## config.mk

```make
export PLATFORM = sky130hd
export DESIGN_NAME = seven_segment_scan_with_encoder_top_flat
export DESIGN_NICKNAME = d
export VERILOG_FILES = /design/src/rtl/sss_pkg.sv /design/src/rtl/sss_if.sv /design/src/rtl/sss_encoder.sv /design/src/rtl/seven_segment_scan_with_encoder_top.sv /design/src/flat_wrapper.sv
export SDC_FILE = /design/constraint.sdc
export NUM_CORES = 1
export LEC_CHECK = 0
export ABC_AREA = 1
export BUFFER_PORTS_ARGS = -buffer_cell sky130_fd_sc_hd__buf_2
export CAP_MARGIN = 20
export CORE_ASPECT_RATIO = 1.75
export CORE_UTILIZATION = 34
export CTS_CLUSTER_DIAMETER = 40
export DETAILED_ROUTE_END_ITERATION = 10
export GPL_TIMING_DRIVEN = 0
export PLACE_DENSITY = 0.5
export SYNTH_ARGS = -nofsm -noshare
export SYNTH_HDL_FRONTEND = slang
export SYNTH_SLANG_ARGS = --single-unit
```

## constraint.sdc

```tcl
create_clock -name clk -period 6.9 [get_ports clk]
set_input_delay 1.38 -clock clk [delete_from_list [all_inputs] [get_ports clk]]
set_output_delay 1.38 -clock clk [all_outputs]
set_load 0.03 [all_outputs]
```

## src/rtl/sss_pkg.sv

```systemverilog
`timescale 1ns / 1ps
// Shared constants, codes and types for the seven-segment scanner with encoder.
// No dependencies; sss_encoder.sv, the top level and the testbench use it.
package sss_pkg;

  // Width of the internal wrapping encoder count (8 to 64).
  localparam int POSITION_WIDTH = 32;

  localparam int DIGIT_COUNT = 4;
  localparam int SCAN_WIDTH  = $clog2(DIGIT_COUNT);

  localparam logic [15:0] FLASH_PERIOD_RESET = 16'd50;
  localparam logic [3:0]  BCD_BLANK          = 4'hF;

  // Step event codes on the result channel.
  localparam logic [1:0] STEP_NONE     = 2'd0;
  localparam logic [1:0] STEP_FORWARD  = 2'd1;
  localparam logic [1:0] STEP_BACKWARD = 2'd2;

  // Encoder pin codes, {enc_a, enc_b}.
  localparam logic [1:0] PINS_LOW     = 2'b00;
  localparam logic [1:0] PINS_B_ONLY  = 2'b01;
  localparam logic [1:0] PINS_A_ONLY  = 2'b10;
  localparam logic [1:0] PINS_HIGH    = 2'b11;

  // Encoder status handed to the top level for the current transaction.
  typedef struct packed {
    logic [1:0]                step;
    logic [POSITION_WIDTH-1:0] position;
  } enc_status_t;

endpackage

```

## src/rtl/sss_if.sv

```systemverilog
`timescale 1ns / 1ps
// Valid/ready channel interfaces: scan tick input, result output, config write.
// Depends on sss_pkg only through its users; widths follow the field list.
interface sss_tick_if;
  logic       valid;
  logic       ready;
  logic       load;
  logic [3:0] digit_first;
  logic [3:0] digit_second;
  logic [3:0] digit_third;
  logic [3:0] digit_fourth;
  logic [3:0] flash_mask;
  logic       enc_a;
  logic       enc_b;

  modport source (
    output valid, load, digit_first, digit_second, digit_third, digit_fourth,
           flash_mask, enc_a, enc_b,
    input  ready
  );
  modport sink (
    input  valid, load, digit_first, digit_second, digit_third, digit_fourth,
           flash_mask, enc_a, enc_b,
    output ready
  );
endinterface

interface sss_result_if;
  logic              valid;
  logic              ready;
  logic [3:0]        bcd_out;
  logic [3:0]        digit_select;
  logic [1:0]        step_event;
  logic signed [31:0] position;

  modport source (
    output valid, bcd_out, digit_select, step_event, position,
    input  ready
  );
  modport sink (
    input  valid, bcd_out, digit_select, step_event, position,
    output ready
  );
endinterface

interface sss_cfg_if;
  logic        valid;
  logic        ready;
  logic [15:0] flash_period;

  modport source (output valid, flash_period, input ready);
  modport sink (input valid, flash_period, output ready);
endinterface

```

## src/rtl/sss_encoder.sv

```systemverilog
`timescale 1ns / 1ps
// Quadrature detent machine and wrapping signed position count.
// Depends on sss_pkg for pin codes, step codes and enc_status_t.
module sss_encoder (
  input  logic                 clk,
  input  logic                 rst,
  input  logic                 advance,
  input  logic [1:0]           pins,
  output sss_pkg::enc_status_t status
);

  typedef enum logic [1:0] {
    PHASE_IDLE  = 2'd0,
    PHASE_FWD   = 2'd1,
    PHASE_BWD   = 2'd2,
    PHASE_EQUAL = 2'd3
  } phase_t;

  phase_t                            phase;
  phase_t                            phase_next;
  logic [1:0]                        step_next;
  logic [sss_pkg::POSITION_WIDTH-1:0] position_count;
  logic [sss_pkg::POSITION_WIDTH-1:0] position_next;

  always_comb begin
    phase_next = phase;
    step_next  = sss_pkg::STEP_NONE;
    case (phase)
      PHASE_IDLE: begin
        if (pins == sss_pkg::PINS_A_ONLY) begin
          phase_next = PHASE_FWD;
        end else if (pins == sss_pkg::PINS_B_ONLY) begin
          phase_next = PHASE_BWD;
        end
      end
      PHASE_FWD: begin
        if (pins == sss_pkg::PINS_HIGH) begin
          phase_next = PHASE_EQUAL;
          step_next  = sss_pkg::STEP_FORWARD;
        end else if (pins == sss_pkg::PINS_LOW) begin
          phase_next = PHASE_IDLE;
        end
      end
      PHASE_BWD: begin
        if (pins == sss_pkg::PINS_HIGH) begin
          phase_next = PHASE_EQUAL;
          step_next  = sss_pkg::STEP_BACKWARD;
        end else if (pins == sss_pkg::PINS_LOW) begin
          phase_next = PHASE_IDLE;
        end
      end
      default: begin
        if (pins == sss_pkg::PINS_LOW) begin
          phase_next = PHASE_IDLE;
        end
      end
    endcase
  end

  always_comb begin
    case (step_next)
      sss_pkg::STEP_FORWARD:
        position_next = position_count + sss_pkg::POSITION_WIDTH'(1);
      sss_pkg::STEP_BACKWARD:
        position_next = position_count - sss_pkg::POSITION_WIDTH'(1);
      default:
        position_next = position_count;
    endcase
  end

  assign status.step     = step_next;
  assign status.position = position_next;

  always_ff @(posedge clk) begin
    if (rst) begin
      phase          <= PHASE_IDLE;
      position_count <= '0;
    end else if (advance) begin
      phase          <= phase_next;
      position_count <= position_next;
    end
  end

endmodule

```

## src/rtl/seven_segment_scan_with_encoder_top.sv

```systemverilog
`timescale 1ns / 1ps
// Four-digit multiplexed display scanner with flash blanking and a quadrature
// encoder decoder. Each accepted tick transaction loads the result register.
// Throughput: one tick transaction per clock while result.ready is high; the
// result register is the only stage and refills in the cycle it is taken.
// Synchronous active-high rst clears all state (flash period back to 50) and
// holds both ready outputs low; result payload is not reset.
module seven_segment_scan_with_encoder_top (
  input  logic         clk,
  input  logic         rst,
  sss_tick_if.sink     tick,
  sss_result_if.source result,
  sss_cfg_if.sink      cfg
);

  // Configuration: one register, writable whenever out of reset.
  logic [15:0] flash_period;

  // Display state.
  logic [15:0]                  flash_count;
  logic [15:0]                  flash_count_next;
  logic [16:0]                  flash_inc;
  logic                         flash_on;
  logic [sss_pkg::SCAN_WIDTH-1:0] scan_index;
  logic [3:0]                   held_digits [sss_pkg::DIGIT_COUNT];
  logic [3:0]                   held_flash;
  logic [3:0]                   scan_digit;
  logic                         scan_flash;
  logic [3:0]                   bcd_next;

  // Encoder.
  sss_pkg::enc_status_t enc_status;
  logic signed [63:0]   position_ext;

  // Handshake.
  logic accept;

  // Hold off every transaction while in reset.
  assign cfg.ready = !rst;

  // Take a new tick whenever the result register is empty or being drained.
  assign tick.ready = !rst && (!result.valid || result.ready);
  assign accept     = tick.valid && tick.ready;

  // Flash counter: wrap to zero once the increment passes the period. The
  // increment is one bit wider so a period of 65535 compares correctly.
  assign flash_inc        = {1'b0, flash_count} + 17'd1;
  assign flash_count_next = (flash_inc > {1'b0, flash_period}) ? 16'd0 : flash_inc[15:0];
  assign flash_on         = flash_count_next < (flash_period >> 1);

  // Scan: a load in this tick takes effect before the scan, so pick the
  // incoming digits and mask directly in that case.
  always_comb begin
    if (tick.load) begin
      case (scan_index)
        2'd0:    scan_digit = tick.digit_first;
        2'd1:    scan_digit = tick.digit_second;
        2'd2:    scan_digit = tick.digit_third;
        default: scan_digit = tick.digit_fourth;
      endcase
      scan_flash = tick.flash_mask[scan_index];
    end else begin
      scan_digit = held_digits[scan_index];
      scan_flash = held_flash[scan_index];
    end
  end

  // Blank a flashing position during the off phase.
  assign bcd_next = (!flash_on && scan_flash) ? sss_pkg::BCD_BLANK : scan_digit;

  sss_encoder u_encoder (
    .clk     (clk),
    .rst     (rst),
    .advance (accept),
    .pins    ({tick.enc_a, tick.enc_b}),
    .status  (enc_status)
  );

  // Sign-extend the internal count, then keep the low 32 bits for the port.
  assign position_ext = 64'(signed'(enc_status.position));

  // Configuration register.
  always_ff @(posedge clk) begin
    if (rst) begin
      flash_period <= sss_pkg::FLASH_PERIOD_RESET;
    end else if (cfg.valid && cfg.ready) begin
      flash_period <= cfg.flash_period;
    end
  end

  // Per-tick state: advance the flash counter and scan position, hold new
  // digits on load.
  always_ff @(posedge clk) begin
    if (rst) begin
      flash_count <= '0;
      scan_index  <= '0;
      held_flash  <= '0;
      for (int i = 0; i < sss_pkg::DIGIT_COUNT; i++) begin
        held_digits[i] <= '0;
      end
    end else if (accept) begin
      flash_count <= flash_count_next;
      scan_index  <= scan_index + sss_pkg::SCAN_WIDTH'(1);
      if (tick.load) begin
        held_digits[0] <= tick.digit_first;
        held_digits[1] <= tick.digit_second;
        held_digits[2] <= tick.digit_third;
        held_digits[3] <= tick.digit_fourth;
        held_flash     <= tick.flash_mask;
      end
    end
  end

  // Result register: valid is control, the payload loads only on a transaction.
  always_ff @(posedge clk) begin
    if (rst) begin
      result.valid <= 1'b0;
    end else if (accept) begin
      result.valid <= 1'b1;
    end else if (result.ready) begin
      result.valid <= 1'b0;
    end
  end

  always_ff @(posedge clk) begin
    if (accept) begin
      result.bcd_out      <= bcd_next;
      result.digit_select <= 4'(4'b0001 << scan_index);
      result.step_event   <= enc_status.step;
      result.position     <= position_ext[31:0];
    end
  end

  // Checks.
  a_select_onehot : assert property (@(posedge clk) disable iff (rst)
    result.valid |-> $onehot(result.digit_select))
    else $error("digit_select is not one-hot");

  a_scan_rotates : assert property (@(posedge clk) disable iff (rst)
    accept |=> scan_index == $past(scan_index) + sss_pkg::SCAN_WIDTH'(1))
    else $error("scan position did not advance by one");

  a_step_code : assert property (@(posedge clk) disable iff (rst)
    result.valid |-> (result.step_event == sss_pkg::STEP_NONE ||
                      result.step_event == sss_pkg::STEP_FORWARD ||
                      result.step_event == sss_pkg::STEP_BACKWARD))
    else $error("illegal step event code");

  a_select_matches_scan : assert property (@(posedge clk) disable iff (rst)
    accept |=> result.digit_select[$past(scan_index)])
    else $error("result position does not match scan position");

endmodule

```

## src/flat_wrapper.sv

```systemverilog
// flat-port wrapper written by rule: the top's interface ports become plain ports
module seven_segment_scan_with_encoder_top_flat 
  (clk, rst, tick_valid, tick_load, tick_digit_first, tick_digit_second, tick_digit_third, tick_digit_fourth, tick_flash_mask, tick_enc_a, tick_enc_b, tick_ready, result_valid, result_bcd_out, result_digit_select, result_step_event, result_position, result_ready, cfg_valid, cfg_flash_period, cfg_ready);
  sss_tick_if tick_i ();
  sss_result_if result_i ();
  sss_cfg_if cfg_i ();
  input  logic clk;
  input  logic rst;
  input wire logic [$bits(tick_i.valid)-1:0] tick_valid;
  input wire logic [$bits(tick_i.load)-1:0] tick_load;
  input wire logic [$bits(tick_i.digit_first)-1:0] tick_digit_first;
  input wire logic [$bits(tick_i.digit_second)-1:0] tick_digit_second;
  input wire logic [$bits(tick_i.digit_third)-1:0] tick_digit_third;
  input wire logic [$bits(tick_i.digit_fourth)-1:0] tick_digit_fourth;
  input wire logic [$bits(tick_i.flash_mask)-1:0] tick_flash_mask;
  input wire logic [$bits(tick_i.enc_a)-1:0] tick_enc_a;
  input wire logic [$bits(tick_i.enc_b)-1:0] tick_enc_b;
  output wire logic [$bits(tick_i.ready)-1:0] tick_ready;
  output wire logic [$bits(result_i.valid)-1:0] result_valid;
  output wire logic [$bits(result_i.bcd_out)-1:0] result_bcd_out;
  output wire logic [$bits(result_i.digit_select)-1:0] result_digit_select;
  output wire logic [$bits(result_i.step_event)-1:0] result_step_event;
  output wire logic [$bits(result_i.position)-1:0] result_position;
  input wire logic [$bits(result_i.ready)-1:0] result_ready;
  input wire logic [$bits(cfg_i.valid)-1:0] cfg_valid;
  input wire logic [$bits(cfg_i.flash_period)-1:0] cfg_flash_period;
  output wire logic [$bits(cfg_i.ready)-1:0] cfg_ready;
  assign tick_i.valid = tick_valid;
  assign tick_i.load = tick_load;
  assign tick_i.digit_first = tick_digit_first;
  assign tick_i.digit_second = tick_digit_second;
  assign tick_i.digit_third = tick_digit_third;
  assign tick_i.digit_fourth = tick_digit_fourth;
  assign tick_i.flash_mask = tick_flash_mask;
  assign tick_i.enc_a = tick_enc_a;
  assign tick_i.enc_b = tick_enc_b;
  assign tick_ready = tick_i.ready;
  assign result_valid = result_i.valid;
  assign result_bcd_out = result_i.bcd_out;
  assign result_digit_select = result_i.digit_select;
  assign result_step_event = result_i.step_event;
  assign result_position = result_i.position;
  assign result_i.ready = result_ready;
  assign cfg_i.valid = cfg_valid;
  assign cfg_i.flash_period = cfg_flash_period;
  assign cfg_ready = cfg_i.ready;
  seven_segment_scan_with_encoder_top u_core (.clk(clk), .rst(rst), .tick(tick_i), .result(result_i), .cfg(cfg_i));
endmodule
```

**After elaboration in Yosys (flattened, before gate mapping)**

Memories as Yosys holds them, arrays and structs flattened. A register that Yosys moved wholly into a read port is not among the register bits.
Index checks and enable logic that the tools add are counted.

- Bits in registers: 115
- Memory bits (writable): 16
- Bits of input ports: 44
- Output and inout port bits: 45
- Logic and storage cells: 80
- Memories: 1

Memories:

| memory | depth | bits a word | rd ports | clocked after memory_dff | wr ports | RTL line | source |
|---|---|---|---|---|---|---|---|
| u_core.held_digits | 4 | 4 | 1 | 1 | 4 | seven_segment_scan_with_encoder_top.sv:25 | `logic [3:0] held_digits [sss_pkg::DIGIT_COUNT];` |

- Add/sub/neg operators: 4
- $lt $le $gt $ge: 3
- Equal/unequal tests: 10
- Shift-type cells: 1
- Multiplexer cells: 31
- Bitwise logic cells: 4
- Reduce and logical (&&, ||, !) cells: 15

Operator list:

| kind | number |
|---|---|
| $pmux 32 s2 | 1 |
| $add 32x1->32 const B | 1 |
| $sub 32x1->32 const B | 1 |
| $mux 4 | 5 |
| $add 16x1->17 const B | 1 |
| $gt 17x16->1 | 1 |
| $lt 16x15->1 | 1 |
| $mux 16 | 1 |
| $mux 2 | 7 |
| $mux 1 | 12 |
| $pmux 4 s3 | 1 |
| $eq 2x2->1 const B | 5 |
| $eq 2x1->1 const B | 4 |
| $pmux 2 s2 | 2 |
| $logic_not 2->1 | 3 |
| $bmux 1 s2 | 2 |
| $logic_and 1x1->1 | 4 |
| $or 1x1->1 | 4 |
| $reduce_and 2->1 | 2 |
| $shl 1x2->4 const A | 1 |
| $logic_not 1->1 | 3 |
| $lt 2x3->1 const B | 1 |
| $ne 3x3->1 const B | 1 |
| $add 2x1->2 const B | 1 |
| 3 further kinds | 3 |

**Logic depth before layout (Yosys ltp)**

- Depth after elaboration: 8
- Depth in mapped cells: 32
- Depth with buffers taken out: 32

**Hierarchy**

A second synthesis with hierarchy kept.

- Cells, all modules: 1417
- Area total of the unflattened synthesis: 9376.5 µm²

By module, submodules not included:

| module | times used | cells each | area each (µm²) | sequential area each (µm²) |
|---|---|---|---|---|
| seven_segment_scan_with_encoder_top | 1 | 545 | 4916.0 | 2562.5 |
| sss_encoder | 1 | 872 | 4460.5 | 680.7 |

**Worst setup path before layout**

Ideal clock, no wire load.

- Path type: input port to flip-flop
- Start: input tick_enc_b
- End: register u_core.result.position[27], data pin
- Library setup time: 0.255 ns
- Arrival: 4.161 ns
- Data required time: 6.645 ns
- Setup slack: 2.484 ns
- Stages: 19
- Path buffers: 0
- Path through: ha_1 -> nand2_1 -> inv_1 -> nand2_1 -> ha_1 -> ha_1 -> a21oi_1 -> inv_1 -> a21oi_1 -> nand2_1 -> a21o_1 -> nand2_1 -> nand2_1 -> a21o_1 -> nand2_1 -> nand2_1 -> nand2_1 -> nand3_1 -> and2_1

RTL lines:

| element | RTL line | source |
|---|---|---|
| from (decl) | flat_wrapper.sv:17 | `input wire logic [$bits(tick_i.enc_b)-1:0] tick_enc_b;` |
| to (signal assigned) | seven_segment_scan_with_encoder_top.sv:130 | `result.position <= position_ext[31:0];` |
| to (decl) | sss_if.sv:37 | `output valid, bcd_out, digit_select, step_event, position,` |

==> flow_metrics.env <==
export IMPL_vias_per_cell=4.863
export IMPL_layout_commonest_cell="nand2_1"
export IMPL_critPathCaptureType="flop"
export IMPL_maxSlewViolCount=0
export IMPL_final_hold_violation_count=0
export IMPL_power_density_nw_per_um2=223.2
export IMPL_core_area_um2=24120
export IMPL_drcViolationCount=0
export IMPL_ys_ff_latch=133
export IMPL_synth_top_flop_cell="dfxtp_1"
export IMPL_async_flop_share_pct=0
export IMPL_ctsRootBufferMaster="clkbuf_16"
export IMPL_p_leak_nw=4.707
export IMPL_grt_usage_pct=19.82
export IMPL_setup_viol=0
export IMPL_grt_pass1_vias=7678
export IMPL_fp_dieH_um=209.9
export IMPL_tightestPinTransition_ns=0.8963
export IMPL_post_cts_setup_buffer_count=0
export IMPL_cp_top_family="adder cells"
export IMPL_cts_sinks=133
export IMPL_syn_inst=1102
export IMPL_avgSynthCellArea_um2=7.618
export IMPL_synth_edf_count=58
export IMPL_cpMaxStageDelayCell="ha_2"
export IMPL_io_buffers=87
export IMPL_drt_wl_total_mm=23.22
export IMPL_ctsResizeCount=0
export IMPL_drt_iter0_markers=308
export IMPL_h_tree_depth=4
export IMPL_gp_congestion=0.8700
export IMPL_cts_buffers=17
export IMPL_boundaryPins=89
export IMPL_critPathBufInv=3
export IMPL_drv_cap=0
export IMPL_synth_seq_area_share_pct=38.63
export IMPL_path_common_cell="nand2_1"
export IMPL_period_needed_ns=4.777
export IMPL_synth_area_um2=8396
export IMPL_fp_dieArea_um2=25350
export IMPL_grt_pass1_wl_mm=38.02
export IMPL_hold_path_class="reg -> reg"
export IMPL_cts_tree="built"
export IMPL_startpoint_type="input port"
export IMPL_status="complete, no violations"
export IMPL_grt_overflow=0
export IMPL_nNetsFinal=1327
export IMPL_grt_max_degree=33
export IMPL_fill_cells=2516
export IMPL_fin_worst_skew_ns=0.008315
export IMPL_clk_latency_ns=0.45
export IMPL_whs_ns=0.4631
export IMPL_postRouteAntennaNets=0
export IMPL_placed_area_um2=9248
export IMPL_synth_fp_nets=1220
export IMPL_area_delta_synth_final_pct=17.53
export IMPL_drt_pass1_iter_count=5
export IMPL_rows=75
export IMPL_dr_total_vias=7441
export IMPL_cp_slowest_stage_delay_ns=0.81
export IMPL_period_share_pct=69.24
export IMPL_crit_type="in -> reg"
export IMPL_dp_hpwl_mm=18.35
export IMPL_drive_above_1_share_pct=13.83
export IMPL_cp_max_fo=32
export IMPL_final_cell_mix="219 x nand2_1, 161 x inv_1, 114 x nor2_1, 88 x buf_2, 83 x a21oi_1"
export IMPL_worstPathRequired_ns=7.24
export IMPL_peakVddDrop_mv=0.1708
export IMPL_tns_ns=0
export IMPL_path_cells="buf_2, ha_1, nand2_1, nor2_1, ha_2, ha_1, a21oi_1, nand2_1, nand2_1, nand2_1, a21oi_1, inv_1, nand2_1, o211ai_1, or2_2, nand3_1, o21ai_0, o21ai_0, inv_1"
export IMPL_ys_warn_count=0
export IMPL_start_util_pct=34.81
export IMPL_clockBufferDepth=2
export IMPL_cts_hold_buffers=0
export IMPL_fin_area_um2=9867
export IMPL_yosysUniqueCellTypes=52
export IMPL_arrival_ns=5.12
export IMPL_antenna_found_initial=0
export IMPL_rsz0062_at_grt="no"
export IMPL_fmax_mhz=209.3
export IMPL_die_x_um=120.8
export IMPL_relSlewSlack_pct=40.25
export IMPL_n_antenna_cell=0
export IMPL_wl_per_cell_um=15.18
export IMPL_clk_pin_slew_ns=0.06
export IMPL_postLayoutCoreUtil_pct=40.91
-- state kept, by name, summed over array words and instances (netlist names), named ones only --
register,flops
u_core.flash_count,16
u_core.flash_period,16
u_core.held_digits,16
u_core.held_flash,4
u_core.result.bcd_out,4
u_core.result.digit_select,4
u_core.result.position,32
u_core.result.step_event,2
u_core.result.valid,1
u_core.scan_index,2
u_core.u_encoder.phase,2
u_core.u_encoder.position_count,32
-- worst register-to-register path: cells and delay by family, from the launching register on --
| family | cells | cell delay [ns] |
|---|---|---|
| XOR/XNOR | 1 | 0.16 |
| AND/OR/NAND/NOR | 21 | 2.39 |
| adder cells (fa/ha/maj) | 2 | 0.59 |
| flip-flops | 1 | 0.41 |
| AO/OA/AOI/OAI | 2 | 0.37 |
| buffers and inverters | 3 | 0.41 |
-- final timing paths --
check / startpoint / endpoint / slack, ns / cells after the start
max: tick_enc_a / u_core.u_encoder.position_count[25] / 2.12 / 19
min: u_core.held_flash[3] / u_core.held_flash[3] / 0.46 / 2
max reg2reg: u_core.flash_count[0] / u_core.result.bcd_out[0] / 2.34 / 29
min reg2reg: u_core.held_flash[3] / u_core.held_flash[3] / 0.46 / 2
-- cells by family (layout without fill, tap and decap cells) --
group,count (synthesis),count (layout),share of synthesized area [%]
adders and majority gates,74,74,11.12
and+or+nand+nor,443,443,22.83
xor gates and xnor gates,16,16,1.669
DFF,133,133,38.63
buffers and inverters,197,317,8.823
AOI/OAI and AO/OA,235,235,16.45
muxes,4,4,0.4769
-- power breakdown --
group          total [mW]  switching [mW]  internal (mW)  leakage [nW]
Combinational       0.337           0.222          0.114          3.21
Clock               0.968           0.390          0.577         0.305
Sequential          0.898          0.0287          0.870          1.19
Total                2.20           0.642           1.56          4.71
-- area by class of cell --
class                   instances  area (um2)  area share, %
multi-input cells             772        4414          44.74
flip-flops and latches        133        3243          32.87
inverters                     167       626.9          6.353
repair buffers                 88       462.9          4.692
clock buffers                  17       425.4          4.311
well taps                     308       385.4          3.906
clock inverters                15       193.9          1.966
plain buffers                  30       115.1          1.167
-- cells in the mapped netlist, types with 2 or more instances --
| cell | count | share of area [%] |
|---|---|---|
| dfxtp_1 | 75 | 18 |
| a21boi_0 | 2 | 0.18 |
| a211oi_1 | 16 | 1.4 |
| o21ai_1 | 2 | 0.12 |
| nand3_2 | 2 | 0.24 |
| a21o_1 | 14 | 1.3 |
| a31oi_1 | 10 | 0.75 |
| and2_1 | 2 | 0.15 |
| o22ai_1 | 6 | 0.45 |
| nor3_4 | 2 | 0.39 |
| ha_1 | 73 | 11 |
| buf_1 | 5 | 0.22 |
| nor3_1 | 12 | 0.72 |
| inv_1 | 161 | 7.2 |
| o221a_2 | 4 | 0.54 |
| nor2_1 | 114 | 5.1 |
| nor2_2 | 2 | 0.15 |
| o31ai_1 | 13 | 1.2 |
| nand3_1 | 49 | 2.9 |
| xnor2_1 | 2 | 0.21 |
| o21bai_1 | 4 | 0.36 |
| nand2_1 | 219 | 9.8 |
| nor2_4 | 2 | 0.27 |
| nand3b_1 | 3 | 0.27 |
| inv_2 | 5 | 0.22 |
| xor2_1 | 14 | 1.5 |
| o21ai_0 | 72 | 4.3 |
| mux2i_1 | 4 | 0.48 |
| or2_1 | 3 | 0.22 |
| a21oi_1 | 83 | 4.9 |
| clkbuf_1 | 24 | 1.1 |
| nand2_2 | 7 | 0.52 |
| or2_2 | 14 | 1.0 |
| edfxtp_1 | 58 | 21 |
| nand4_1 | 7 | 0.52 |
-- metrics by stage --
stage	std cells	setup slack (ns)	power, mW
after global routing	1530	1.876	2.311
after floorplan	1102	2.484	1.149
final	1530	2.123	2.203
after CTS	1530	2.146	2.233
after detailed placement	1498	1.659	1.258
after global placement	1497	1.131	1.254
-- per-layer routing --
| metal | vias up | part of all wire (%) | GRT usage (%) | wire (um) |
|---|---|---|---|---|
| li1 | 3882 | - | - | - |
| met1 | 3371 | 38 | 19.44 | 8723 |
| met2 | 133 | 56 | 38.33 | 12950 |
| met3 | 55 | 2.8 | 3.859 | 650 |
| met4 | 0 | 3.8 | 10.22 | 891 |
| met5 | - | 0 | 0 | 0 |
(Power assumes the default switching activity.)
